## config.mk

```make
export PLATFORM = sky130hd
export DESIGN_NAME = mask_boundary_detect_flat
export DESIGN_NICKNAME = d
export VERILOG_FILES = /design/src/hdl/mbd_pkg.sv /design/src/hdl/mbd_if.sv /design/src/hdl/mbd_line_store.sv /design/src/hdl/mbd_out_fifo.sv /design/src/hdl/mask_boundary_detect.sv /design/src/flat_wrapper.sv
export SDC_FILE = /design/constraint.sdc
export NUM_CORES = 2
export LEC_CHECK = 0
export BUFFER_PORTS_ARGS = -buffer_cell sky130_fd_sc_hd__clkbuf_2
export CAP_MARGIN = 10
export CORE_MARGIN = 2
export CORE_UTILIZATION = 45
export CTS_CLUSTER_SIZE = 12
export DETAILED_ROUTE_END_ITERATION = 10
export PLACE_DENSITY_LB_ADDON = 0.15
export SYNTH_ARGS = -nofsm -noshare
export SYNTH_HDL_FRONTEND = slang
export SYNTH_HIERARCHICAL = 1
export SYNTH_MEMORY_MAX_BITS = 65536
export SYNTH_SLANG_ARGS = --single-unit
```

## constraint.sdc

```tcl
create_clock -name clk -period 22.5 [get_ports clk]
set_clock_uncertainty 0.15 [all_clocks]
set_input_delay 3.375 -clock clk [delete_from_list [all_inputs] [get_ports clk]]
set_output_delay 3.375 -clock clk [all_outputs]
set_load 0.02 [all_outputs]
```

## src/hdl/mbd_pkg.sv

```systemverilog
// Shared types, constants and helpers of the mask boundary detector.
package mbd_pkg;

	localparam int MAX_WIDTH    = 1024;
	localparam int MAX_HEIGHT   = 4096;
	localparam int COL_W        = $clog2(MAX_WIDTH);
	localparam int ROW_W        = $clog2(MAX_HEIGHT);
	localparam int WIDTH_CFG_W  = 11;
	localparam int HEIGHT_CFG_W = 13;
	localparam int CFG_DATA_W   = 13;
	localparam int CFG_INDEX_W  = 4;
	localparam int FIFO_DEPTH   = 3;
	localparam int FIFO_CNT_W   = 2;
	localparam int FIFO_PTR_W   = 2;

	localparam logic [7:0] PIX_WHITE  = 8'd255;
	localparam logic [7:0] PIX_BLACK  = 8'd0;
	localparam logic       KIND_PIXEL = 1'b0;
	localparam logic       KIND_FLUSH = 1'b1;

	typedef enum logic [CFG_INDEX_W-1:0] {
		REG_IMAGE_WIDTH  = 4'd0,
		REG_IMAGE_HEIGHT = 4'd1
	} cfg_reg_t;

	typedef enum logic [1:0] {
		CLS_OTHER = 2'd0,
		CLS_BLACK = 2'd1,
		CLS_WHITE = 2'd2
	} pix_class_t;

	typedef struct packed {
		logic             en;
		logic [COL_W-1:0] addr;
		pix_class_t       code;
	} line_req_t;

	typedef struct packed {
		pix_class_t top;
		pix_class_t mid;
	} line_rd_t;

	typedef struct packed {
		logic [7:0]       boundary_value;
		logic [COL_W-1:0] column;
		logic [ROW_W-1:0] row;
		logic             frame_end;
	} res_t;

	function automatic pix_class_t classify(input logic [7:0] value);
		pix_class_t cls;
		if (value == PIX_WHITE) begin
			cls = CLS_WHITE;
		end else if (value == PIX_BLACK) begin
			cls = CLS_BLACK;
		end else begin
			cls = CLS_OTHER;
		end
		return cls;
	endfunction

endpackage

```

## src/hdl/mbd_if.sv

```systemverilog
// Handshake channels of the mask boundary detector: pixels, results and configuration.
interface mbd_pix_if;
	import mbd_pkg::*;
	logic       valid;
	logic       ready;
	logic       kind;
	logic [7:0] mask_value;
	modport source (output valid, output kind, output mask_value, input ready);
	modport sink (input valid, input kind, input mask_value, output ready);
endinterface

interface mbd_res_if;
	import mbd_pkg::*;
	logic             valid;
	logic             ready;
	logic [7:0]       boundary_value;
	logic [COL_W-1:0] column;
	logic [ROW_W-1:0] row;
	logic             frame_end;
	modport source (output valid, output boundary_value, output column, output row,
		output frame_end, input ready);
	modport sink (input valid, input boundary_value, input column, input row,
		input frame_end, output ready);
endinterface

interface mbd_cfg_if;
	import mbd_pkg::*;
	logic                   valid;
	logic                   ready;
	logic [CFG_INDEX_W-1:0] index;
	logic [CFG_DATA_W-1:0]  data;
	modport source (output valid, output index, output data, input ready);
	modport sink (input valid, input index, input data, output ready);
endinterface

```

## src/hdl/mbd_line_store.sv

```systemverilog
// Two-row line store in one synchronous memory, read-modify-write with forwarding.
module mbd_line_store (
	input  logic               clk,
	input  logic               arst_n,
	input  mbd_pkg::line_req_t req,
	output mbd_pkg::line_rd_t  rd
);
	import mbd_pkg::*;

	line_rd_t         mem [MAX_WIDTH];
	line_rd_t         rd_data_s1;
	line_rd_t         fwd_data_s1;
	line_rd_t         wr_data;
	logic             en_s1;
	logic             fwd_s1;
	logic [COL_W-1:0] addr_s1;
	pix_class_t       code_s1;

	// With a one-pixel row every item hits the same entry, so the read issued
	// while the previous item writes back takes the write data instead.
	assign rd      = fwd_s1 ? fwd_data_s1 : rd_data_s1;
	assign wr_data = '{top: rd.mid, mid: code_s1};

	always_ff @(posedge clk) begin
		if (req.en) begin
			rd_data_s1 <= mem[req.addr];
		end
		if (en_s1) begin
			mem[addr_s1] <= wr_data;
		end
	end

	always_ff @(posedge clk) begin
		addr_s1     <= req.addr;
		code_s1     <= req.code;
		fwd_data_s1 <= wr_data;
	end

	always_ff @(posedge clk or negedge arst_n) begin
		if (!arst_n) begin
			en_s1  <= 1'b0;
			fwd_s1 <= 1'b0;
		end else begin
			en_s1  <= req.en;
			fwd_s1 <= req.en && en_s1 && (req.addr == addr_s1);
		end
	end

endmodule

```

## src/hdl/mbd_out_fifo.sv

```systemverilog
// Three-entry result queue that decouples the pipeline from the result channel.
module mbd_out_fifo (
	input  logic                          clk,
	input  logic                          arst_n,
	input  logic                          push,
	input  mbd_pkg::res_t                 push_item,
	input  logic                          pop,
	output logic                          out_valid,
	output mbd_pkg::res_t                 out_item,
	output logic [mbd_pkg::FIFO_CNT_W-1:0] count
);
	import mbd_pkg::*;

	res_t                  entries [FIFO_DEPTH];
	logic [FIFO_PTR_W-1:0] wr_ptr_q;
	logic [FIFO_PTR_W-1:0] rd_ptr_q;
	logic [FIFO_CNT_W-1:0] count_q;
	logic                  do_pop;

	assign out_valid = count_q != '0;
	assign out_item  = entries[rd_ptr_q];
	assign count     = count_q;
	assign do_pop    = pop && out_valid;

	function automatic logic [FIFO_PTR_W-1:0] ptr_next(input logic [FIFO_PTR_W-1:0] p);
		logic [FIFO_PTR_W-1:0] n;
		if (p == FIFO_PTR_W'(FIFO_DEPTH - 1)) begin
			n = '0;
		end else begin
			n = p + 1'b1;
		end
		return n;
	endfunction

	always_ff @(posedge clk) begin
		if (push) begin
			entries[wr_ptr_q] <= push_item;
		end
	end

	always_ff @(posedge clk or negedge arst_n) begin
		if (!arst_n) begin
			wr_ptr_q <= '0;
			rd_ptr_q <= '0;
			count_q  <= '0;
		end else begin
			if (push) begin
				wr_ptr_q <= ptr_next(wr_ptr_q);
			end
			if (do_pop) begin
				rd_ptr_q <= ptr_next(rd_ptr_q);
			end
			case ({push, do_pop})
				2'b10:   count_q <= count_q + 1'b1;
				2'b01:   count_q <= count_q - 1'b1;
				default: count_q <= count_q;
			endcase
		end
	end

endmodule

```

## src/hdl/mask_boundary_detect.sv

```systemverilog
// Inner boundary of a binary mask (4-connected) on a raster pixel stream. The block takes one
// item per clock cycle without pause while results are taken: an item is accepted at raster
// position (r, c), the two rows above it are read from a single line memory in that cycle, and
// in the next cycle the memory is written back and the 3x3 neighbourhood is evaluated, so the
// memory port sets the rate of one item per cycle. The result for pixel (r, c) leaves in
// response to the item at (r+1, c+1), or (r+2, 0) for the last column. It appears on the result
// channel after the evaluation stage has pushed it into the queue. A three-item queue absorbs
// short stalls of the result channel; a longer stall holds off the input once the queue and
// the stage in front of it together hold three results. After the last pixel of a frame,
// width+1 flush items drain the remaining results; a flush item at the start of a frame is
// dropped. Neighbours outside the frame count as white. The line memory has no clearing pass
// after reset: no result depends on an entry that the current frame has not written. Writing
// either register restarts the frame.
module mask_boundary_detect (
	input  logic  clk,
	input  logic  arst_n,
	mbd_cfg_if.sink   cfg,
	mbd_pix_if.sink   pix,
	mbd_res_if.source res
);
	import mbd_pkg::*;

	typedef struct packed {
		pix_class_t       code;
		logic [COL_W-1:0] cc;
		logic [ROW_W-1:0] cr;
		logic             at_left;
		logic             at_right;
		logic             at_top;
		logic             at_bottom;
		logic             last;
	} s1_item_t;

	logic [COL_W-1:0]      last_col_q;
	logic [ROW_W-1:0]      last_row_q;
	logic [COL_W-1:0]      in_col_q;
	logic [ROW_W:0]        in_row_q;
	logic [COL_W-1:0]      cfg_last_col;
	logic [ROW_W-1:0]      cfg_last_row;
	logic [WIDTH_CFG_W-1:0]  cfg_width;
	logic [HEIGHT_CFG_W-1:0] cfg_height;
	logic                  cfg_wr;

	logic                  pix_acc;
	logic                  acc;
	logic                  acc_res_v;
	logic                  acc_last;
	logic [ROW_W:0]        acc_cr;
	logic [COL_W-1:0]      acc_cc;
	pix_class_t            acc_code;
	logic [COL_W:0]        col_inc;
	logic [COL_W-1:0]      next_col;
	logic [ROW_W:0]        next_row;

	logic                  valid_s1;
	logic                  res_v_s1;
	s1_item_t              item_s1;
	line_req_t             line_req;
	line_rd_t              line_rd;

	pix_class_t            win_top_q;
	pix_class_t            win_mid_q;
	pix_class_t            win_cur_q;
	pix_class_t            win_lmid_q;
	pix_class_t            nb_left;
	pix_class_t            nb_right;
	pix_class_t            nb_up;
	pix_class_t            nb_down;
	logic                  is_edge;

	res_t                  push_item;
	logic                  push;
	logic [FIFO_CNT_W-1:0] fifo_cnt;
	logic                  fifo_valid;
	res_t                  fifo_item;

	// Configuration: stored as last column / last row after clamping
	assign cfg.ready  = 1'b1;
	assign cfg_wr     = cfg.valid && cfg.ready &&
		((cfg.index == REG_IMAGE_WIDTH) || (cfg.index == REG_IMAGE_HEIGHT));
	assign cfg_width  = cfg.data[WIDTH_CFG_W-1:0];
	assign cfg_height = cfg.data[HEIGHT_CFG_W-1:0];

	always_comb begin
		if (cfg_width == '0) begin
			cfg_last_col = '0;
		end else if (cfg_width > WIDTH_CFG_W'(MAX_WIDTH)) begin
			cfg_last_col = COL_W'(MAX_WIDTH - 1);
		end else begin
			cfg_last_col = COL_W'(cfg_width - 1'b1);
		end
		if (cfg_height == '0) begin
			cfg_last_row = '0;
		end else if (cfg_height > HEIGHT_CFG_W'(MAX_HEIGHT)) begin
			cfg_last_row = ROW_W'(MAX_HEIGHT - 1);
		end else begin
			cfg_last_row = ROW_W'(cfg_height - 1'b1);
		end
	end

	always_ff @(posedge clk or negedge arst_n) begin
		if (!arst_n) begin
			last_col_q <= COL_W'(639);
			last_row_q <= ROW_W'(479);
		end else if (cfg.valid && cfg.ready) begin
			case (cfg.index)
				REG_IMAGE_WIDTH:  last_col_q <= cfg_last_col;
				REG_IMAGE_HEIGHT: last_row_q <= cfg_last_row;
				default: ;
			endcase
		end
	end

	// Accept stage: classify the pixel, work out which pixel's result it completes
	assign pix.ready = ({1'b0, fifo_cnt} + {{FIFO_CNT_W{1'b0}}, res_v_s1}) <
		(FIFO_CNT_W + 1)'(FIFO_DEPTH);
	assign pix_acc   = pix.valid && pix.ready;
	assign acc       = pix_acc &&
		!((pix.kind == KIND_FLUSH) && (in_col_q == '0) && (in_row_q == '0));

	always_comb begin
		if ((pix.kind == KIND_PIXEL) && (in_row_q <= {1'b0, last_row_q})) begin
			acc_code = classify(pix.mask_value);
		end else begin
			acc_code = CLS_OTHER;
		end
		if (in_col_q == '0) begin
			acc_res_v = in_row_q >= (ROW_W + 1)'(2);
			acc_cr    = in_row_q - (ROW_W + 1)'(2);
			acc_cc    = last_col_q;
		end else begin
			acc_res_v = in_row_q != '0;
			acc_cr    = in_row_q - 1'b1;
			acc_cc    = in_col_q - 1'b1;
		end
		acc_res_v = acc_res_v && (acc_cr <= {1'b0, last_row_q});
		acc_last  = acc_res_v && (acc_cr == {1'b0, last_row_q}) && (acc_cc == last_col_q);
		col_inc   = {1'b0, in_col_q} + 1'b1;
		if (col_inc > {1'b0, last_col_q}) begin
			next_col = '0;
			next_row = in_row_q + 1'b1;
		end else begin
			next_col = col_inc[COL_W-1:0];
			next_row = in_row_q;
		end
	end

	always_ff @(posedge clk or negedge arst_n) begin
		if (!arst_n) begin
			in_col_q <= '0;
			in_row_q <= '0;
		end else if (cfg_wr || (acc && acc_last)) begin
			in_col_q <= '0;
			in_row_q <= '0;
		end else if (acc) begin
			in_col_q <= next_col;
			in_row_q <= next_row;
		end
	end

	assign line_req = '{en: acc, addr: in_col_q, code: acc_code};

	mbd_line_store u_line_store (
		.clk    (clk),
		.arst_n (arst_n),
		.req    (line_req),
		.rd     (line_rd)
	);

	always_ff @(posedge clk or negedge arst_n) begin
		if (!arst_n) begin
			valid_s1 <= 1'b0;
			res_v_s1 <= 1'b0;
		end else begin
			valid_s1 <= acc;
			res_v_s1 <= acc && acc_res_v;
		end
	end

	always_ff @(posedge clk) begin
		item_s1.code      <= acc_code;
		item_s1.cc        <= acc_cc;
		item_s1.cr        <= acc_cr[ROW_W-1:0];
		item_s1.at_left   <= acc_cc == '0;
		item_s1.at_right  <= acc_cc == last_col_q;
		item_s1.at_top    <= acc_cr == '0;
		item_s1.at_bottom <= acc_cr == {1'b0, last_row_q};
		item_s1.last      <= acc_last;
	end

	// Evaluation stage: the window holds the newest column (rows r-2, r-1, r) and the
	// middle row of the column before it; the freshly read column supplies the right neighbour.
	always_comb begin
		nb_left  = item_s1.at_left   ? CLS_WHITE : win_lmid_q;
		nb_right = item_s1.at_right  ? CLS_WHITE : line_rd.mid;
		nb_up    = item_s1.at_top    ? CLS_WHITE : win_top_q;
		nb_down  = item_s1.at_bottom ? CLS_WHITE : win_cur_q;
		is_edge  = (win_mid_q == CLS_WHITE) &&
			((nb_left == CLS_BLACK) || (nb_right == CLS_BLACK) ||
			 (nb_up == CLS_BLACK) || (nb_down == CLS_BLACK));
	end

	always_ff @(posedge clk or negedge arst_n) begin
		if (!arst_n) begin
			win_top_q  <= CLS_WHITE;
			win_mid_q  <= CLS_WHITE;
			win_cur_q  <= CLS_WHITE;
			win_lmid_q <= CLS_WHITE;
		end else if (cfg_wr || (valid_s1 && item_s1.last)) begin
			win_top_q  <= CLS_WHITE;
			win_mid_q  <= CLS_WHITE;
			win_cur_q  <= CLS_WHITE;
			win_lmid_q <= CLS_WHITE;
		end else if (valid_s1) begin
			win_lmid_q <= win_mid_q;
			win_top_q  <= line_rd.top;
			win_mid_q  <= line_rd.mid;
			win_cur_q  <= item_s1.code;
		end
	end

	assign push      = valid_s1 && res_v_s1;
	assign push_item = '{
		boundary_value: is_edge ? PIX_WHITE : PIX_BLACK,
		column:         item_s1.cc,
		row:            item_s1.cr,
		frame_end:      item_s1.last
	};

	mbd_out_fifo u_out_fifo (
		.clk       (clk),
		.arst_n    (arst_n),
		.push      (push),
		.push_item (push_item),
		.pop       (res.ready),
		.out_valid (fifo_valid),
		.out_item  (fifo_item),
		.count     (fifo_cnt)
	);

	assign res.valid          = fifo_valid;
	assign res.boundary_value = fifo_item.boundary_value;
	assign res.column         = fifo_item.column;
	assign res.row            = fifo_item.row;
	assign res.frame_end      = fifo_item.frame_end;

	// The input credit check must leave room for every result still in flight.
	a_no_fifo_overflow: assert property (@(posedge clk) disable iff (!arst_n)
		push |-> (fifo_cnt != FIFO_CNT_W'(FIFO_DEPTH)))
		else $error("result queue overflow");

	a_restart_after_last: assert property (@(posedge clk) disable iff (!arst_n)
		(acc && acc_last) |=> ((in_col_q == '0) && (in_row_q == '0)))
		else $error("frame position not cleared after last pixel");

	a_column_in_range: assert property (@(posedge clk) disable iff (!arst_n)
		in_col_q <= last_col_q)
		else $error("input column beyond row width");

	a_last_item_restarts_window: assert property (@(posedge clk) disable iff (!arst_n)
		(valid_s1 && item_s1.last) |=> ((win_mid_q == CLS_WHITE) && (win_lmid_q == CLS_WHITE)))
		else $error("window not reset after frame end");

endmodule

```

## src/flat_wrapper.sv

```systemverilog
// flat-port wrapper written by rule: the top's interface ports become plain ports
module mask_boundary_detect_flat import mbd_pkg::*;
  (clk, arst_n, cfg_valid, cfg_index, cfg_data, cfg_ready, pix_valid, pix_kind, pix_mask_value, pix_ready, res_valid, res_boundary_value, res_column, res_row, res_frame_end, res_ready);
  mbd_cfg_if cfg_i ();
  mbd_pix_if pix_i ();
  mbd_res_if res_i ();
  input  logic clk;
  input  logic arst_n;
  input wire logic [$bits(cfg_i.valid)-1:0] cfg_valid;
  input wire logic [$bits(cfg_i.index)-1:0] cfg_index;
  input wire logic [$bits(cfg_i.data)-1:0] cfg_data;
  output wire logic [$bits(cfg_i.ready)-1:0] cfg_ready;
  input wire logic [$bits(pix_i.valid)-1:0] pix_valid;
  input wire logic [$bits(pix_i.kind)-1:0] pix_kind;
  input wire logic [$bits(pix_i.mask_value)-1:0] pix_mask_value;
  output wire logic [$bits(pix_i.ready)-1:0] pix_ready;
  output wire logic [$bits(res_i.valid)-1:0] res_valid;
  output wire logic [$bits(res_i.boundary_value)-1:0] res_boundary_value;
  output wire logic [$bits(res_i.column)-1:0] res_column;
  output wire logic [$bits(res_i.row)-1:0] res_row;
  output wire logic [$bits(res_i.frame_end)-1:0] res_frame_end;
  input wire logic [$bits(res_i.ready)-1:0] res_ready;
  assign cfg_i.valid = cfg_valid;
  assign cfg_i.index = cfg_index;
  assign cfg_i.data = cfg_data;
  assign cfg_ready = cfg_i.ready;
  assign pix_i.valid = pix_valid;
  assign pix_i.kind = pix_kind;
  assign pix_i.mask_value = pix_mask_value;
  assign pix_ready = pix_i.ready;
  assign res_valid = res_i.valid;
  assign res_boundary_value = res_i.boundary_value;
  assign res_column = res_i.column;
  assign res_row = res_i.row;
  assign res_frame_end = res_i.frame_end;
  assign res_i.ready = res_ready;
  mask_boundary_detect u_core (.clk(clk), .arst_n(arst_n), .cfg(cfg_i), .pix(pix_i), .res(res_i));
endmodule
```

==> flow_metrics.py <==
metrics = {
    "outcome": {
        "outcome": "finished clean",
    },
    "sta": {
        "period_minus_slack_ps": 7720,
        "finalMaxSlewViolations": 0,
        "clock.fmax_mhz": 130,
        "hold_viol": 0,
        "rsz0062_at_grt": "no",
        "fin_crit_sh_pct": 34.3,
        "fin_hold_ws_ps": 295,
        "relSlewSlack_pct": 7.77,
        "tns_ps": 0,
        "setup_violations": 0,
        "max_slew.worst_pin.slew_ps": 1370,
    },
    "yosys": {
        "synth_area_per_cell_sq_um": 18.8,
        "ys_seq_area_share_pct": 74.9,
        "ys_top_cells_by_count": "edfxtp_1, nor2_1, mux4_2",
        "synth_top_cell_area_share_pct": 73.4,
        "ys_ff_latch": 4301,
        "synth.area.top_cells": "edfxtp_1, mux4_2, nor2_1",
        "async_reset_ff_share_pct": 1.46,
        "synth_edf_count": 4193,
        "synth_top_flop_cell": "edfxtp_1",
        "synth_cell_types": 87,
        "synth.most_common_cell": "edfxtp_1",
        "synth_fp_nets": 9196,
        "synth_top_area_cell": "edfxtp_1",
        "synth_cells": 9119,
        "yosys_warnings": 6,
        "synth_area_sq_um": 172000,
    },
    "global_route": {
        "grt.total_usage_pct": 25.3,
        "grt_max_degree": 239,
        "overflow": 0,
        "antenna_found_initial": 48,
        "grt_pass1_wl_microns": 699000,
        "grt_pass1_vias": 90900,
    },
    "place": {
        "io_buffers": 63,
        "post-dp-hpwl_microns": 295000,
        "dpl-instance-area_sq_um": 178000,
        "place_congestion": 0.840,
    },
    "critical_path": {
        "crit_path_end_kind": "register",
        "cp-startpoint": "u_core/in_col_q[0]",
        "r2r_slack_ps": 14780,
        "cpPeakStageDelay_ps": 820,
        "required_ps": 23040,
        "worstReg2RegEnd": "u_core/u_line_store/rd_data_s1[0]",
        "crit_type": "register to register",
        "slowest_stage": "dfrtp_4",
        "path_cells": "buf_4 -> buf_4 -> buf_4 -> buf_4 -> buf_4 -> buf_4 -> mux4_2 -> a22o_1 -> a221oi_2 -> o22ai_1 -> nor4_2 -> nor3_1 -> o41ai_2 -> nand4_1",
        "endpoint": "u_core/u_line_store/rd_data_s1[0]",
        "cp_max_fo": 44,
        "crit-reg2reg-launch": "u_core/in_col_q[0]",
        "cp-start-kind": "register",
        "reg2reg_depth": 14,
        "worstPathArrival_ps": 8260,
        "critical_path.most_common_cell": "buf_4",
    },
    "cts": {
        "clock_latency_ps": 980,
        "numCtsBuffers": 444,
        "cts_tree": "done",
        "cts_max_path_buffers": 4,
        "cts_setup_buffers": 0,
        "cts.sinks": 4301,
        "htreeDepth": 5,
        "hold_buffers": 0,
        "path_clk_slew_ps": 60,
        "cts-resized-gates": 0,
        "ctsRootBufferMaster": "clkbuf_16",
    },
    "floorplan": {
        "core_area_sq_um": 379000,
        "num_rows": 226,
        "start_util_pct": 45.2,
        "die_area_sq_um": 386000,
        "ios": 65,
        "die_w_microns": 621,
        "fp.dieH_microns": 621,
    },
    "power_and_ir_drop": {
        "powerDensity_nw_per_um2": 116,
        "power_uw": 22100,
        "p_leak_uw": 0.0554,
        "ir_drop_mv": 0.176,
    },
    "detailed_routing": {
        "drt-vias-per-instance": 6.23,
        "drt_iter0_drc": 11700,
        "vias": 90900,
        "drcViolationCount": 0,
        "drtAntennaViolNets": 0,
        "wl_per_cell_microns": 34.0,
        "dr.pass1.iters": 6,
        "drt_wl_total_microns": 496000,
    },
    "cells_and_area": {
        "syn2layout_area_growth_pct": 11.2,
        "fill_cells": 30300,
        "fin_nets": 9322,
        "drive_above_1_share_pct": 20.1,
        "postLayoutCellArea_sq_um": 191000,
    },
    "flow_run": {
        "maxCapViolCount": 0,
    },
    "hold_path": {
        "min_path_type": "register to register",
    },
}
==> cells in the final DEF (no fill, tap or decap), types with 119 or more instances in the layout <==
cell	count
o221ai_1	130
edfxtp_1	4193
clkbuf_1	122
nor2_1	1139
o21ai_0	119
a21oi_1	159
mux4_2	895
mux2i_1	419
buf_4	240
clkbuf_16	450
nand2_1	243
==> cells by family after synthesis <==
family | synth area share [%]
compound gates | 3.60
xor+xnor | 0.319
fa+ha+maj | 0.341
buf+inv | 2.06
flops | 74.9
mux | 14.3
other cells | 0.00219
simple gates | 4.49
==> layer usage <==
| metal | up-vias | GRT usage (%) | routed length (microns) |
|---|---|---|---|
| met5 | - | 0 | 124 |
| met4 | 18 | 8.02 | 17500 |
| met3 | 798 | 4.71 | 45700 |
| met2 | 4445 | 40.5 | 236000 |
| met1 | 48500 | 35.4 | 197000 |
| li1 | 37200 | - | - |
==> state kept, by name, indices dropped and copies added (netlist names), 2 cells and up <==
name and cells:
u_core/u_line_store/mem 4096, u_core/u_out_fifo/entries 93, u_core/item_s1 29, u_core/in_row_q 13
u_core/last_row_q 12, u_core/in_col_q 10, u_core/last_col_q 10, u_core/u_line_store/addr_s1 10
u_core/u_line_store/fwd_data_s1 4, u_core/u_line_store/rd_data_s1 4, u_core/u_line_store/code_s1 2, u_core/u_out_fifo/count 2
u_core/u_out_fifo/rd_ptr_q 2, u_core/u_out_fifo/wr_ptr_q 2, u_core/win_cur_q 2, u_core/win_lmid_q 2
u_core/win_mid_q 2, u_core/win_top_q 2
==> critical path: cells and delay by family (launching register included) <==
family,cells,cell delay [ps]
AND/OR/NAND/NOR,3,680
buffers and inverters,6,3810
AO/OA/AOI/OAI,4,1160
flip-flops,1,820
multiplexers,1,590
==> worst min path at each step <==
stage	start	endpoint	depth (start not counted)
2_1_floorplan	u_core/in_col_q[6]	u_core/u_line_store/addr_s1[6]	0
3_3_place_gp	u_core/item_s1[11]	u_core/u_out_fifo/entries[0][7]	0
3_5_place_dp	u_core/item_s1[13]	u_core/u_out_fifo/entries[2][9]	0
4_1_cts	u_core/item_s1[13]	u_core/u_out_fifo/entries[0][9]	0
5_1_grt	u_core/item_s1[13]	u_core/u_out_fifo/entries[1][9]	0
6_report	u_core/item_s1[13]	u_core/u_out_fifo/entries[0][9]	0
==> through the flow <==
stage	util (%)	setup slack, ps	cells
final	50.3	14780	14600
after global routing	50.3	14170	14600
after floorplan	-	6790	9119
after CTS	50.3	14550	14600
after detailed placement	46.8	14620	13800
after global placement	46.8	14370	13800
==> where the power goes <==
part	internal [uW]	switching (uW)
clock network	3800	2990
registers	9540	131
logic	1930	3690
total	15300	6810
==> cell type report <==
cell class	count	area (sq um)	share of cell area (%)
clock buffer	576	11800	6.17
clock inverter	190	1370	0.717
inverter	40	159	0.0833
multi-input combinational	4137	40200	21.1
sequential	4301	128000	67.4
tap	5016	6280	3.29
timing repair buffer	321	2440	1.28
antenna	9	22.5	0.0118
Note: power is estimated with default switching activity, not from simulation.
